[config.mk]
export PLATFORM = sky130hd
export DESIGN_NAME = fifo_queue_with_search
export DESIGN_NICKNAME = d
export VERILOG_FILES = /design/src/design/fqs_pkg.sv /design/src/design/fifo_queue_with_search.sv /design/src/design/fqs_cell.sv
export SDC_FILE = /design/constraint.sdc
export NUM_CORES = 1
export LEC_CHECK = 0
export BUFFER_PORTS_ARGS = -buffer_cell sky130_fd_sc_hd__buf_2
export CAP_MARGIN = 30
export CORE_MARGIN = 3
export CORE_UTILIZATION = 60
export CTS_CLUSTER_DIAMETER = 120
export DETAILED_ROUTE_END_ITERATION = 16
export PLACE_DENSITY = 0.88
export SYNTH_ARGS = -nofsm -noshare
export SYNTH_HDL_FRONTEND = slang
export SYNTH_SLANG_ARGS = --single-unit
[constraint.sdc]
create_clock -name clk -period 9.3 [get_ports clk]
set_input_delay 0.93 -clock clk [delete_from_list [all_inputs] [get_ports clk]]
set_output_delay 0.93 -clock clk [all_outputs]
set_load 0.02 [all_outputs]
[src/design/fqs_pkg.sv]
package fqs_pkg;

  localparam int DEPTH_DEF      = 16;
  localparam int DATA_WIDTH_DEF = 32;

  localparam int OP_W   = 2;
  localparam int STAT_W = 2;

  typedef enum logic [OP_W-1:0] {
    OP_PUSH = 2'd0,
    OP_POP  = 2'd1,
    OP_FIND = 2'd2,
    OP_NONE = 2'd3
  } op_t;

  typedef enum logic [STAT_W-1:0] {
    STAT_OK       = 2'd0,
    STAT_EMPTY    = 2'd1,
    STAT_FULL     = 2'd2,
    STAT_NOTFOUND = 2'd3
  } stat_t;

  typedef enum logic {
    ST_IDLE = 1'b0,
    ST_SCAN = 1'b1
  } state_t;

  typedef struct packed {
    logic push;
    logic pop;
    logic tok_load;
    logic tok_shift;
  } cell_ctl_t;

endpackage

[src/design/fifo_queue_with_search.sv]
// Channel   Ports                                               Transfer
// input     start, busy, in_op, in_value                        start && !busy
// result    out_strobe, out_status, out_popped_value,           out_strobe
//           out_found_index, out_entry_count
//
// Push, pop, unused op, find on an empty queue: result in the cycle after the transfer.
// Find: a search token starts in cell 0 and walks the row one cell per cycle; the
// result is registered on a match, or at the last held entry if the key is absent.
// Reset (synchronous, rst_n low) empties the queue; entry storage is not cleared.
// busy is high while a search runs; results cannot be held off by the receiver.
module fifo_queue_with_search
  import fqs_pkg::*;
#(
  parameter int DEPTH      = DEPTH_DEF,
  parameter int DATA_WIDTH = DATA_WIDTH_DEF,
  localparam int CNT_W     = $clog2(DEPTH + 1),
  localparam int IDX_W     = $clog2(DEPTH)
) (
  input  logic                  clk,
  input  logic                  rst_n,
  input  logic                  start,
  output logic                  busy,
  input  logic [OP_W-1:0]       in_op,
  input  logic [DATA_WIDTH-1:0] in_value,
  output logic                  out_strobe,
  output logic [STAT_W-1:0]     out_status,
  output logic [DATA_WIDTH-1:0] out_popped_value,
  output logic [IDX_W-1:0]      out_found_index,
  output logic [CNT_W-1:0]      out_entry_count
);

  state_t                state_r;
  state_t                state_nxt;
  logic [CNT_W-1:0]      count_r;
  logic [CNT_W-1:0]      count_nxt;
  logic [IDX_W-1:0]      idx_r;
  logic [IDX_W-1:0]      idx_nxt;
  logic [DATA_WIDTH-1:0] key_r;
  logic                  strobe_r;
  logic [STAT_W-1:0]     status_r;
  logic [DATA_WIDTH-1:0] popped_r;
  logic [IDX_W-1:0]      fidx_r;
  logic [CNT_W-1:0]      ocount_r;

  logic                  accept;
  logic                  hit;
  logic                  last;
  cell_ctl_t             ctl;
  logic                  res_vld;
  stat_t                 res_status;
  logic [DATA_WIDTH-1:0] res_popped;
  logic [IDX_W-1:0]      res_idx;

  logic [DATA_WIDTH-1:0] data_w [DEPTH];
  logic [DEPTH-1:0]      tok_w;
  logic [DEPTH-1:0]      match_w;

  assign busy   = (state_r == ST_SCAN);
  assign accept = start && !busy;
  assign hit    = |match_w;
  assign last   = ((CNT_W'(idx_r) + CNT_W'(1)) == count_r);

  always_comb begin
    state_nxt = state_r;
    unique case (state_r)
      ST_IDLE: begin
        if (accept && (op_t'(in_op) == OP_FIND) && (count_r != '0)) begin
          state_nxt = ST_SCAN;
        end
      end
      ST_SCAN: begin
        if (hit || last) begin
          state_nxt = ST_IDLE;
        end
      end
      default: state_nxt = ST_IDLE;
    endcase
  end

  always_comb begin
    ctl        = '0;
    res_vld    = 1'b0;
    res_status = STAT_OK;
    res_popped = '0;
    res_idx    = '0;
    count_nxt  = count_r;
    idx_nxt    = idx_r;
    unique case (state_r)
      ST_IDLE: begin
        if (accept) begin
          res_vld = 1'b1;
          case (op_t'(in_op))
            OP_PUSH: begin
              if (count_r == CNT_W'(DEPTH)) begin
                res_status = STAT_FULL;
              end else begin
                ctl.push  = 1'b1;
                count_nxt = count_r + CNT_W'(1);
              end
            end
            OP_POP: begin
              if (count_r == '0) begin
                res_status = STAT_EMPTY;
              end else begin
                ctl.pop    = 1'b1;
                res_popped = data_w[0];
                count_nxt  = count_r - CNT_W'(1);
              end
            end
            OP_FIND: begin
              if (count_r == '0) begin
                res_status = STAT_EMPTY;
              end else begin
                res_vld      = 1'b0;
                ctl.tok_load = 1'b1;
                idx_nxt      = '0;
              end
            end
            default: res_status = STAT_OK;
          endcase
        end
      end
      ST_SCAN: begin
        if (hit) begin
          res_vld = 1'b1;
          res_idx = idx_r;
        end else if (last) begin
          res_vld    = 1'b1;
          res_status = STAT_NOTFOUND;
        end else begin
          ctl.tok_shift = 1'b1;
          idx_nxt       = idx_r + IDX_W'(1);
        end
      end
      default: res_vld = 1'b0;
    endcase
  end

  always_ff @(posedge clk) begin
    if (!rst_n) begin
      state_r  <= ST_IDLE;
      count_r  <= '0;
      strobe_r <= 1'b0;
    end else begin
      state_r  <= state_nxt;
      count_r  <= count_nxt;
      strobe_r <= res_vld;
    end
  end

  always_ff @(posedge clk) begin
    idx_r <= idx_nxt;
    if (accept) begin
      key_r <= in_value;
    end
    if (res_vld) begin
      status_r <= res_status;
      popped_r <= res_popped;
      fidx_r   <= res_idx;
      ocount_r <= count_nxt;
    end
  end

  for (genvar i = 0; i < DEPTH; i++) begin : g_cell
    logic [DATA_WIDTH-1:0] nd;
    logic                  pt;
    if (i == DEPTH - 1) begin : g_end
      assign nd = data_w[i];
    end else begin : g_mid
      assign nd = data_w[i+1];
    end
    if (i == 0) begin : g_first
      assign pt = 1'b0;
    end else begin : g_rest
      assign pt = tok_w[i-1];
    end
    fqs_cell #(
      .DATA_WIDTH (DATA_WIDTH),
      .CNT_W      (CNT_W),
      .IDX        (i)
    ) u_cell (
      .clk        (clk),
      .rst_n      (rst_n),
      .ctl        (ctl),
      .count      (count_r),
      .push_value (in_value),
      .next_data  (nd),
      .prev_tok   (pt),
      .key        (key_r),
      .data       (data_w[i]),
      .tok        (tok_w[i]),
      .match      (match_w[i])
    );
  end

  assign out_strobe       = strobe_r;
  assign out_status       = status_r;
  assign out_popped_value = popped_r;
  assign out_found_index  = fidx_r;
  assign out_entry_count  = ocount_r;

endmodule

[src/design/fqs_cell.sv]
module fqs_cell
  import fqs_pkg::*;
#(
  parameter int DATA_WIDTH = DATA_WIDTH_DEF,
  parameter int CNT_W      = 5,
  parameter int IDX        = 0
) (
  input  logic                  clk,
  input  logic                  rst_n,
  input  cell_ctl_t             ctl,
  input  logic [CNT_W-1:0]      count,
  input  logic [DATA_WIDTH-1:0] push_value,
  input  logic [DATA_WIDTH-1:0] next_data,
  input  logic                  prev_tok,
  input  logic [DATA_WIDTH-1:0] key,
  output logic [DATA_WIDTH-1:0] data,
  output logic                  tok,
  output logic                  match
);

  logic [DATA_WIDTH-1:0] data_r;
  logic [DATA_WIDTH-1:0] data_nxt;
  logic                  tok_r;
  logic                  tok_nxt;

  always_comb begin
    data_nxt = data_r;
    if (ctl.push && (count == CNT_W'(IDX))) begin
      data_nxt = push_value;
    end else if (ctl.pop) begin
      data_nxt = next_data;
    end
  end

  always_comb begin
    if (ctl.tok_load) begin
      tok_nxt = (IDX == 0);
    end else if (ctl.tok_shift) begin
      tok_nxt = prev_tok;
    end else begin
      tok_nxt = 1'b0;
    end
  end

  always_ff @(posedge clk) begin
    data_r <= data_nxt;
  end

  always_ff @(posedge clk) begin
    if (!rst_n) begin
      tok_r <= 1'b0;
    end else begin
      tok_r <= tok_nxt;
    end
  end

  assign data  = data_r;
  assign tok   = tok_r;
  assign match = tok_r && (data_r == key);

endmodule

==> results <==
- The final global-route overflow total is 0.
- The maximum VDD drop is 0.000128 V.
- At the end of routability-driven placement, the weighted congestion stood at 1.05.
- The initial antenna violation count is 7.
- For this run, the number of Yosys warnings is 0.
- For this design the static power due to leakage is 11.9 nW.
- The compound-gate portion of the synthesized area is less than 1%.
- The worst setup slack before clock tree synthesis is between 5000 and 6000 ps.
- The highest clock rate is 237 MHz.
- The length of the first detailed-routing pass in iterations is 6.
- The final period demand of the worst path is 4220 ps.
- The mean area per synthesized cell is 13.9 um^2.
- After synthesis, the netlist uses 58 different library cells.
- The detail-routed net length per standard cell is 35.9 um.
- The clock passes through at most 3 buffers.
- After detailed placement, the total cell area comes to 0.0339 mm^2.
- At the worst endpoint, the arrival time is 4450 ps.
- The number of synthesized flops with an enable pin is 591.
- The floorplan step defined a die boundary enclosing around 0.058 mm^2.
- The mapped cell area is 0.0334 mm^2.
- Of the total synthesized cell area, the portion taken by AND, OR, NAND and NOR gates is 9.81%.
- From bottom edge to top edge, the die measures 242 um.
- For this run, design rule violations remaining after detail routing come to 0.
- The most used flip-flop cell after synthesis is sky130_fd_sc_hd__edfxtp_1.
- The post-route netlist has 29.8% of its cells at a drive strength greater than 1.
- Setup repair after global routing left no endpoint under its margin.
- The critical path is of the reg -> reg type.
- The number of pins exceeding their max-slew limit in the final report is 0.
- The global routing usage summed across all routing layers is 39.1%.
- Sequential cells were found to cover 54.5% of the synthesized design area.
- The worst setup path is captured at a register.
- In the final design database the tool counted 2,508 nets.
- The number of input and output port buffers inserted is 81.
- The transition time at the pin with the least slew margin is 978 ps.
- Hold repair after CTS inserted 0 buffers.
- The largest stage delay on the critical path is 920 ps.
- Max-cap violations in this run came to 0.
- After Yosys synthesis, XOR and XNOR cells account for 13.5% of the synthesized area.
- The number of nets in the synthesized netlist is 2,447.
- The final layout contains routed wiring with a total length of 117,000 um.
- Together, buffers and inverters on the worst path number 2.
- Grouping stages by cell kind, the critical path spends the most delay in simple AND/OR/NAND/NOR gates.
- The largest net degree at the start of global routing is 44.
- The area growth from synthesis to layout is 8.01%.
- By area, the combinational part of the netlist is dominated by multiplexers.
- The part of the cycle the worst path needs is 45.4%.
- The row count is 85.
- The multiplexer fraction of the synthesized cell area is 16.2%.
- The cell with the most instances after synthesis is sky130_fd_sc_hd__edfxtp_1.
- The placeable core area is 0.0545 mm^2.
- The hold violation total from the final report was 0.
- The number of DRC markers after the initial detailed-route iteration is 3,788.
- Clock tree synthesis found a total of 614 sinks.
- Of the total synthesized cell area, the portion taken by full adders, half adders and majority gates is less than 1%.
- The run finished with clean final reports.
- The number of setup violations in the final report is 0.
- The remaining antenna violation count after routing is 0.
- The buffer type at the clock tree root is sky130_fd_sc_hd__clkbuf_16.
- Ranked by total cell area, the synthesized netlist is headed by sky130_fd_sc_hd__edfxtp_1 (53%), sky130_fd_sc_hd__mux2_2 (16%), sky130_fd_sc_hd__xnor2_1 (8.5%), sky130_fd_sc_hd__xor2_1 (4.7%), sky130_fd_sc_hd__nand4_1 (2.7%).
- The first global-routing pass estimated 163,000 um of wire.
- The die width is approximately 240 um.
- The nature of the critical path startpoint is a register.
- The register-to-register path setup slack is 5080 ps.
- In the synthesized netlist, the number of instances is approximately 2,400.
- The post-detailed-placement half-perimeter wirelength is 78,400 um.
- The endpoint required time on the critical path is 9530 ps.
- With fillers left out, the area of the finished cells amounts to around 0.036 mm^2.
- After synthesis, the share of flip-flops with an asynchronous set or reset is 0%.
- After clock tree synthesis, the setup repair step added 0 buffers.
- The cell with the largest stage delay on the worst path is sky130_fd_sc_hd__edfxtp_1.
- Once the clock tree was built, the resizer swapped 0 gates to a different size.
- The signal on the critical path passes through buf_4 -> xnor2_1 -> nand4_1 -> nor4_1 -> nand3_1 -> nand4_1 -> o41ai_2 -> buf_4 -> nand2_2.
- The cell type with the largest total area after synthesis is sky130_fd_sc_hd__edfxtp_1.
- The synthesized design contains 614 register bits.
- The starting density of the core is between 60% and 70%.
- The post-route worst setup slack is approximately 5100 ps.
- After synthesis, the most frequently instantiated cells are sky130_fd_sc_hd__edfxtp_1 (591), sky130_fd_sc_hd__mux2_2 (480), sky130_fd_sc_hd__xnor2_1 (325), sky130_fd_sc_hd__xor2_1 (180), sky130_fd_sc_hd__nand4_1 (145).
- The worst pin sits at a relative slew slack of about a third.
- Across the routed clock network, the largest skew measured is 22.4 ps.
- The power density over the cells is 177 mW/mm^2.
- The tightest min-delay check is of the reg -> reg type.
- The per-cell via count in the routed design is roughly 7.0.
- Clock latency on the worst-skew pair, taken at its later pin, is 610 ps.
- The share of the synthesized area in the top cell type is 53.2%.
- The number of global-route vias before repair came to roughly 22,000.
- The number of top-level design ports is 82.
- The final-layout setup total negative slack is 0 ps.
- Of all nets on the critical path, the largest fanout is 43.
- The total vias in the final route is 22,900.
- The CTS clock-pin slew for the worst setup and hold paths is around 60 ps.
- In this run the number of H-tree levels came out at 3.
- The worst hold margin is 472 ps.
- Clock tree synthesis inserted a total of 66 buffers.
- The CTS tree is yes.
[sequential cells by signal, indices dropped and copies added, names as in the netlist]
name,flops
out_popped_value,32
key_r,32
count_r,5
out_strobe,1
out_status,2
busy,1
g_cell.u_cell.data,512
out_found_index,4
g_cell.u_cell.tok,16
idx_r,4
out_entry_count,5
[area by class of cell]
cell class,instances,area (um^2)
antenna,3,7.51
fill,3838,18400
clock inverter,30,314
sequential,614,18200
inverter,38,143
tap,739,925
clock buffer,87,1860
multi-input combinational,1590,13600
timing repair buffer,150,963
[through the flow]
step           utilization, %  instances  power [mW]
2_1_floorplan               -       2399        3.50
3_3_place_gp             62.1       3126        3.69
3_5_place_dp             62.2       3131        3.70
4_1_cts                  66.2       3248        6.35
5_1_grt                  66.2       3248        6.49
6_report                 66.2       3251        6.38
[layer usage]
metal	vias up	GRT usage (%)	wire [um]
li1	9092	-	-
met1	11100	51.2	40100
met2	2115	57.3	49700
met3	526	10.7	16800
met4	6	26.1	9940
met5	-	0	39
[cells by family after synthesis]
kind of cell    count (synthesis)
compound gates                 42
xor+xnor                      510
fa+ha+maj                      11
buf+inv                       195
flops                         614
mux                           480
simple gates                  547
[worst min-delay path, delay by kind of cell, from the launching register on]
family	cells	cell delay (ps)
flops	1	310
buf+inv	1	70
simple gates	1	50
[power breakdown]
group	internal, mW	leakage, nW	switching (mW)	total (mW)
sequential	3.07	5.59	0.0690	3.14
clock	1.60	1.07	1.11	2.71
combinational	0.156	5.22	0.378	0.534
total	4.82	11.9	1.56	6.38
[final timing paths]
check | start | to | depth (start not counted)
worst min register to register | g_cell[1].u_cell.tok | g_cell[2].u_cell.tok | 2
worst max-delay path | key_r[11] | out_popped_value[3] | 9
worst min-delay path | g_cell[1].u_cell.tok | g_cell[2].u_cell.tok | 2
worst max register to register | key_r[11] | out_popped_value[3] | 9
[placed cells by master, fill, tap and decap left out, types with 23 or more instances in the layout]
master                      instances
sky130_fd_sc_hd__nand3_1           36
sky130_fd_sc_hd__buf_2             81
sky130_fd_sc_hd__buf_4             65
sky130_fd_sc_hd__nor3_1            36
sky130_fd_sc_hd__nand4_1          145
sky130_fd_sc_hd__dfxtp_1           23
sky130_fd_sc_hd__inv_1             36
sky130_fd_sc_hd__nor4_1            96
sky130_fd_sc_hd__xor2_1           180
sky130_fd_sc_hd__clkbuf_16         71
sky130_fd_sc_hd__xnor2_1          325
sky130_fd_sc_hd__nand2_1           65
sky130_fd_sc_hd__edfxtp_1         591
sky130_fd_sc_hd__and2_1            43
sky130_fd_sc_hd__mux2_2           480
(Power assumes the default switching activity.)
